`config.mk`:
```
export PLATFORM = sky130hd
export DESIGN_NAME = hmf_ctrl
export DESIGN_NICKNAME = d
export VERILOG_FILES = /design/src/sv/hmf_pkg.sv /design/src/sv/hmf_ctrl.sv
export SDC_FILE = /design/constraint.sdc
export NUM_CORES = 1
export LEC_CHECK = 0
export ABC_AREA = 1
export BUFFER_PORTS_ARGS = -buffer_cell sky130_fd_sc_hd__buf_2
export CAP_MARGIN = 20
export CELL_PAD_IN_SITES_DETAIL_PLACEMENT = 1
export CELL_PAD_IN_SITES_GLOBAL_PLACEMENT = 2
export CORE_MARGIN = 2
export CORE_UTILIZATION = 28
export DETAILED_ROUTE_END_ITERATION = 8
export PLACE_DENSITY_LB_ADDON = 0.1
export SLEW_MARGIN = 20
export SYNTH_ARGS = -nofsm -noshare
export SYNTH_HDL_FRONTEND = slang
export SYNTH_SLANG_ARGS = --single-unit
```
`constraint.sdc`:
```
create_clock -name clk -period 4.67 [get_ports clk]
set_input_delay 1.1675 -clock clk [delete_from_list [all_inputs] [get_ports clk]]
set_output_delay 1.1675 -clock clk [all_outputs]
set_load 0.005 [all_outputs]
```
`src/sv/hmf_pkg.sv`:
```
`timescale 1ns / 1ps
// ----------------------------------------------------------------------------
// hmf_pkg
// Shared types and codes of the histogram median filter: register indexes,
// controller states, datapath operations and the command/status bundles.
// ----------------------------------------------------------------------------
package hmf_pkg;

  // bins per column-histogram word
  localparam int LANES  = 8;
  localparam int LANE_W = 3;

  localparam logic [1:0] REG_RADIUS = 2'd0;
  localparam logic [1:0] REG_WIDTH  = 2'd1;
  localparam logic [1:0] REG_HEIGHT = 2'd2;

  localparam logic REQ_PIXEL = 1'b0;

  typedef enum logic [1:0] {PH_IDLE, PH_RECV, PH_DRAIN} phase_t;

  typedef enum logic [4:0] {
    S_WAIT, S_CLEAR, S_UPD_PREP, S_OLD_RD, S_OLD_HRD, S_DEC, S_NEW_RD, S_INC,
    S_CHECK, S_PIX_END, S_DROP_INIT, S_DROP_LS, S_DROP_HRD, S_DROP_DEC,
    S_KER_INIT, S_KER_RD, S_KER_ACC, S_SRCH_INIT, S_SRCH_RD, S_SRCH_CHK,
    S_ADV, S_PUSH
  } state_t;

  typedef enum logic [4:0] {
    OP_NONE, OP_START, OP_LOAD, OP_CLEAR, OP_PREP_PIX, OP_PREP_DROP, OP_OLD_RD,
    OP_OLD_HIST_RD, OP_HIST_DEC, OP_DROP_DEC, OP_NEW_RD, OP_HIST_INC,
    OP_PIX_END, OP_KER_INIT, OP_KER_RD, OP_KER_ACC, OP_SRCH_INIT, OP_SRCH_RD,
    OP_SRCH_CHK, OP_ADV, OP_PUSH
  } dp_op_t;

  typedef struct packed {
    dp_op_t op;
    logic   last;
  } dp_cmd_t;

  typedef struct packed {
    logic row_full;
    logic emit_ok;
    logic drop_needed;
    logic out_done;
    logic frame_last_pix;
    logic cp_last;
    logic wd_last;
    logic cp_end;
    logic hit;
    logic out_busy;
  } dp_status_t;

endpackage

```
`src/sv/hmf_ctrl.sv`:
```
`timescale 1ns / 1ps
// ----------------------------------------------------------------------------
// hmf_ctrl
// Sequencer of the median filter: frame phase, per-pixel histogram update,
// row drop while draining, kernel build, rank search and result hand-off.
// ----------------------------------------------------------------------------
module hmf_ctrl (
  input  logic                clk,
  input  logic                rst,
  input  logic                in_valid,
  output logic                in_ready,
  input  logic                req_type,
  input  hmf_pkg::dp_status_t status,
  output hmf_pkg::dp_cmd_t    cmd
);
  import hmf_pkg::*;

  state_t state, state_next;
  phase_t phase, phase_next;
  logic   is_flush, is_flush_next;

  always_ff @(posedge clk) begin
    if (rst) begin
      state    <= S_WAIT;
      phase    <= PH_IDLE;
      is_flush <= 1'b0;
    end else begin
      state    <= state_next;
      phase    <= phase_next;
      is_flush <= is_flush_next;
    end
  end

  always_comb begin
    state_next    = state;
    phase_next    = phase;
    is_flush_next = is_flush;
    cmd.op        = OP_NONE;
    cmd.last      = 1'b0;
    in_ready      = 1'b0;
    unique case (state)
      S_WAIT: begin
        in_ready = 1'b1;
        if (in_valid) begin
          is_flush_next = req_type != REQ_PIXEL;
          if (req_type == REQ_PIXEL) begin
            if (phase == PH_IDLE) begin
              cmd.op     = OP_START;
              phase_next = PH_RECV;
              state_next = S_CLEAR;
            end else if (phase == PH_RECV) begin
              cmd.op     = OP_LOAD;
              state_next = S_UPD_PREP;
            end
            // drop pixels while draining
          end else if (phase == PH_DRAIN) begin
            state_next = status.drop_needed ? S_DROP_INIT : S_KER_INIT;
          end
        end
      end
      S_CLEAR: begin
        cmd.op = OP_CLEAR;
        if (status.cp_last && status.wd_last) begin
          state_next = S_UPD_PREP;
        end
      end
      S_UPD_PREP: begin
        cmd.op     = OP_PREP_PIX;
        state_next = status.row_full ? S_OLD_RD : S_NEW_RD;
      end
      S_OLD_RD: begin
        cmd.op     = OP_OLD_RD;
        state_next = S_OLD_HRD;
      end
      S_OLD_HRD: begin
        cmd.op     = OP_OLD_HIST_RD;
        state_next = S_DEC;
      end
      S_DEC: begin
        cmd.op     = OP_HIST_DEC;
        state_next = S_NEW_RD;
      end
      S_NEW_RD: begin
        cmd.op     = OP_NEW_RD;
        state_next = S_INC;
      end
      S_INC: begin
        cmd.op     = OP_HIST_INC;
        state_next = S_CHECK;
      end
      S_CHECK: state_next = status.emit_ok ? S_KER_INIT : S_PIX_END;
      S_PIX_END: begin
        cmd.op = OP_PIX_END;
        if (status.frame_last_pix) begin
          phase_next = status.out_done ? PH_IDLE : PH_DRAIN;
        end
        state_next = S_WAIT;
      end
      S_DROP_INIT: begin
        cmd.op     = OP_PREP_DROP;
        state_next = S_DROP_LS;
      end
      S_DROP_LS: begin
        cmd.op     = OP_OLD_RD;
        state_next = S_DROP_HRD;
      end
      S_DROP_HRD: begin
        cmd.op     = OP_OLD_HIST_RD;
        state_next = S_DROP_DEC;
      end
      S_DROP_DEC: begin
        cmd.op     = OP_DROP_DEC;
        state_next = status.cp_last ? S_KER_INIT : S_DROP_LS;
      end
      S_KER_INIT: begin
        cmd.op     = OP_KER_INIT;
        state_next = S_KER_RD;
      end
      S_KER_RD: begin
        cmd.op     = OP_KER_RD;
        state_next = S_KER_ACC;
      end
      S_KER_ACC: begin
        cmd.op     = OP_KER_ACC;
        state_next = (status.cp_end && status.wd_last) ? S_SRCH_INIT : S_KER_RD;
      end
      S_SRCH_INIT: begin
        cmd.op     = OP_SRCH_INIT;
        state_next = S_SRCH_RD;
      end
      S_SRCH_RD: begin
        cmd.op     = OP_SRCH_RD;
        state_next = S_SRCH_CHK;
      end
      S_SRCH_CHK: begin
        cmd.op     = OP_SRCH_CHK;
        state_next = (status.hit || status.wd_last) ? S_ADV : S_SRCH_RD;
      end
      S_ADV: begin
        cmd.op     = OP_ADV;
        state_next = S_PUSH;
      end
      S_PUSH: begin
        if (!status.out_busy) begin
          cmd.op   = OP_PUSH;
          cmd.last = is_flush || !status.emit_ok;
          if (is_flush) begin
            if (status.out_done) begin
              phase_next = PH_IDLE;
            end
            state_next = S_WAIT;
          end else begin
            state_next = status.emit_ok ? S_KER_INIT : S_PIX_END;
          end
        end
      end
      default: state_next = S_WAIT;
    endcase
  end

  a_push_space: assert property (@(posedge clk) disable iff (rst)
    (cmd.op == OP_PUSH) |-> !status.out_busy)
    else $error("result pushed into a stalled output register");

  a_clear_recv: assert property (@(posedge clk) disable iff (rst)
    (state == S_CLEAR) |-> (phase == PH_RECV && !is_flush))
    else $error("histogram clear outside frame start");

  a_drop_drain: assert property (@(posedge clk) disable iff (rst)
    (state == S_DROP_INIT) |-> (phase == PH_DRAIN && is_flush))
    else $error("row drop outside draining");

  a_pix_end: assert property (@(posedge clk) disable iff (rst)
    (state == S_PIX_END) |-> (!is_flush && phase == PH_RECV))
    else $error("pixel step finished on a flush transaction");

endmodule

```
==> summary.md <==
| Metric | Value |
|---|---|
| Critical Path Start Type | `register` |
| Commonest register cell after synthesis | `sky130_fd_sc_hd__dfxtp_1` |
| Count of port buffers added during placement | `20` |
| GR Util met2 | `35.4%` |
| Maximum vdd ir drop | `183 µV` |
| Hold violation total from the final report | `0` |
| Area delta synth->final | `17.3%` |
| Classification of the worst setup path | `reg2out` |
| Critical path data arrival time | `around 1.9 ns` |
| Global-route wire length before repair | `6270 µm` |
| Total count of max-transition violations in the final report | `0` |
| NumNets Final | `232` |
| Synth Cell Area | `1000 µm²` |
| Cells after Synth | `194` |
| Relative contribution of combinational cells to total power | `69.1%` |
| Most common library cell in the layout ignoring fill and taps | `sky130_fd_sc_hd__nand2_1` |
| Combined flip-flop and latch cell area | `160 µm²` |
| Placer's final routability congestion estimate | `0.827` |
| Switching power total | `0.000346 W` |
| Clock root buffer | `sky130_fd_sc_hd__clkbuf_4` |
| Number of synthesis warnings | `0` |
| Finish-stage setup viols | `0` |
| Internal Power | `0.000271 W` |
| Via count | `1300` |
| Resized cells post-CTS | `0` |
| CP peak stage delay | `0.54 ns` |
| Clock slew at the register clock pins of the worst setup and hold paths | `approximately 0.06 ns` |
| GRT Max-Usage Layer | `met2` |
| Clock Skew | `0.00512 ns` |
| Hpwl dp | `between 3000 and 4000 µm` |
| Initial antenna violation count | `0` |
| Leak | `0.634 nW` |
| Initial DRC Count | `79` |
| I/O pin total | `21` |
| Number of buffers added by the clock tree synthesis step | `3` |
| Die footprint | `4060 µm²` |
| Syn nets | `208` |
| Clock tree sinks | `8` |
| Number of antenna repair diodes | `0` |
| Number of distinct library cells after synthesis | `21` |
| Syn avg cell area | `5.15 µm²` |
| Period utilization | `66.0%` |
| HP Class | `reg2reg` |
| Sum Neg Setup Slack | `0 ns` |
| Chip Height | `63.8 µm` |
| Filler cells | `about 500` |
| Register area share after synthesis | `16.0%` |
| Total of hold buffers inserted after clock tree synthesis | `0` |
| Per-cell routed wire length | `between 10 and 15 µm` |
| Unrepaired setup endpoints after global routing | `false` |
| Site row count | `21` |
| Grt ovf | `0` |
| Fraction of final layout cells with drive strength greater than 1 | `roughly 16%` |
| Total area of multi-input combinational cells | `723 µm²` |
| EDFF count, synth | `0` |
| Power Density | `526 nW/µm²` |
| Maximum clock frequency | `0.324 GHz` |
| List of cells traversed by the critical path | `inv_2 > nand2_4 > inv_1 > nand2_1 > nand2_1 > nor4_1 > nand4_1 > buf_2` |
| Count of antenna-violating nets left after detailed routing | `0` |
| Most prevalent standard cell on the critical path | `sky130_fd_sc_hd__nand2_1` |
| Number of setup buffers added after CTS | `0` |
| Post-Place Setup Slack | `approximately 1.7 ns` |
| Remaining design rule violation count | `0` |
| Count of H-tree levels built during CTS | `1` |
| Clock insertion delay at the later pin of the skew report | `roughly 0.26 ns` |
| Vias in the first global route | `1328` |
| Final Critical Period | `~3 ns` |
| Maximum buffer depth of the clock tree | `2` |
| Ratio of routed vias to standard cells | `about 5.0` |
| Final Worst Setup Slack | `1.59 ns` |
| Slowest stage cell, crit path | `sky130_fd_sc_hd__dfxtp_1` |
| Synthesized flop and latch total | `8` |
| Critical path capture point type | `output port` |
| Total routing usage reported by global routing | `about a fifth` |
| DR pass1 iterations | `4` |
| Core area | `around 3400 µm²` |
| TritonCTS clock tree | `built` |
| Share of flip-flops with an asynchronous set or reset after synthesis | `0%` |
| Status | `complete, no violations` |
| Met3 GRT Util | `0.880%` |
| Worst Max-Slew Pin Slew | `0.449 ns` |
| Starting density of the core | `29.5%` |
| Wirelength, routed | `3790 µm` |
| Most frequent cells in the layout | `49 x sky130_fd_sc_hd__nand2_1, 47 x sky130_fd_sc_hd__nor2_1, 27 x sky130_fd_sc_hd__inv_1, 20 x sky130_fd_sc_hd__buf_2, 18 x sky130_fd_sc_hd__nand3_1` |
| Switching portion of total power | `56.1%` |
| Chip Width | `63.8 µm` |
| CP Data Required Time | `3.50 ns` |
| Pin count of the biggest net entering global routing | `10` |
| Share of power burned in registers | `21.9%` |
| Part of the power in the clock network | `9.0%` |
| Global-route track usage on met1 | `25.9%` |
| Total of max-cap violations | `0` |
| Worst slew margin relative to its limit | `70.0%` |
| Highest fanout seen on the critical path | `9` |
-- through the flow --
stage          hold slack, ns  cell area [µm²]  total power (W)  utilization, %  cells
3_3_place_gp            0.471             1150         0.000559            33.9    259
4_1_cts                 0.480             1170         0.000623            34.6    262
6_report                0.474             1170         0.000616            34.6    262
3_5_place_dp            0.470             1150         0.000564            33.9    259
2_1_floorplan           0.444             1000         0.000433               -    194
5_1_grt                 0.509             1170         0.000691            34.6    262
-- Yosys cell counts (2+ instances only) --
| library cell | count | area, µm² |
|---|---|---|
| sky130_fd_sc_hd__a21oi_1 | 7 | 35.0 |
| sky130_fd_sc_hd__dfxtp_1 | 8 | 160 |
| sky130_fd_sc_hd__inv_1 | 27 | 101 |
| sky130_fd_sc_hd__inv_2 | 2 | 7.51 |
| sky130_fd_sc_hd__nand2_1 | 49 | 184 |
| sky130_fd_sc_hd__nand3_1 | 18 | 90.1 |
| sky130_fd_sc_hd__nand4_1 | 6 | 37.5 |
| sky130_fd_sc_hd__nor2_1 | 47 | 176 |
| sky130_fd_sc_hd__nor2_2 | 3 | 18.8 |
| sky130_fd_sc_hd__nor2_4 | 2 | 22.5 |
| sky130_fd_sc_hd__nor3_1 | 4 | 20.0 |
| sky130_fd_sc_hd__o21ai_0 | 12 | 60.1 |
-- sequential cells by signal (all words and copies together) (netlist names) --
| signal | flops |
|---|---|
| is_flush | 1 |
| phase | 2 |
| state | 5 |
-- cell type report --
| cell class | count | area share [%] |
|---|---|---|
| Timing Repair Buffer | 20 | 8.54 |
| Multi-Input combinational cell | 156 | 61.7 |
| Clock buffer | 3 | 1.92 |
| Tap cell | 46 | 4.91 |
| Inverter | 29 | 9.28 |
| Sequential cell | 8 | 13.7 |
-- layer usage --
layer	vias to the layer above	wire, µm
li1	665	-
met1	600	1730
met2	31	1860
met3	4	152
met4	0	41
met5	-	0
-- power groups by stage --
stage / clock, W / sequential, W / combinational, W
finish: 0.0000554 / 0.000135 / 0.000426
global route: 0.0000622 / 0.000140 / 0.000489
CTS: 0.0000570 / 0.000135 / 0.000431
detailed placement: 0 / 0.000137 / 0.000427
global placement: 0 / 0.000136 / 0.000423
floorplan: 0 / 0.000118 / 0.000315
-- critical path: cells and delay by family, from the launching register on --
family	cells	cell delay, ns
buffers and inverters	3	0.38
flip-flops	1	0.54
AND/OR/NAND/NOR	5	0.74
-- final timing paths --
path | startpoint | to | slack [ns] | cells past startpoint
max reg2reg | state[0] | phase[0] | 2.83 | 9
min reg2reg | is_flush | is_flush | 0.47 | 2
max | state[4] | cmd[2] | 1.59 | 8
min | is_flush | is_flush | 0.47 | 2
-- cells by family after synthesis --
family          Yosys count  synth area share [%]
simple gates            135                  61.1
compound gates           21                  11.3
flops                     8                  16.0
buf+inv                  30                  11.6
(Power assumes the default switching activity.)
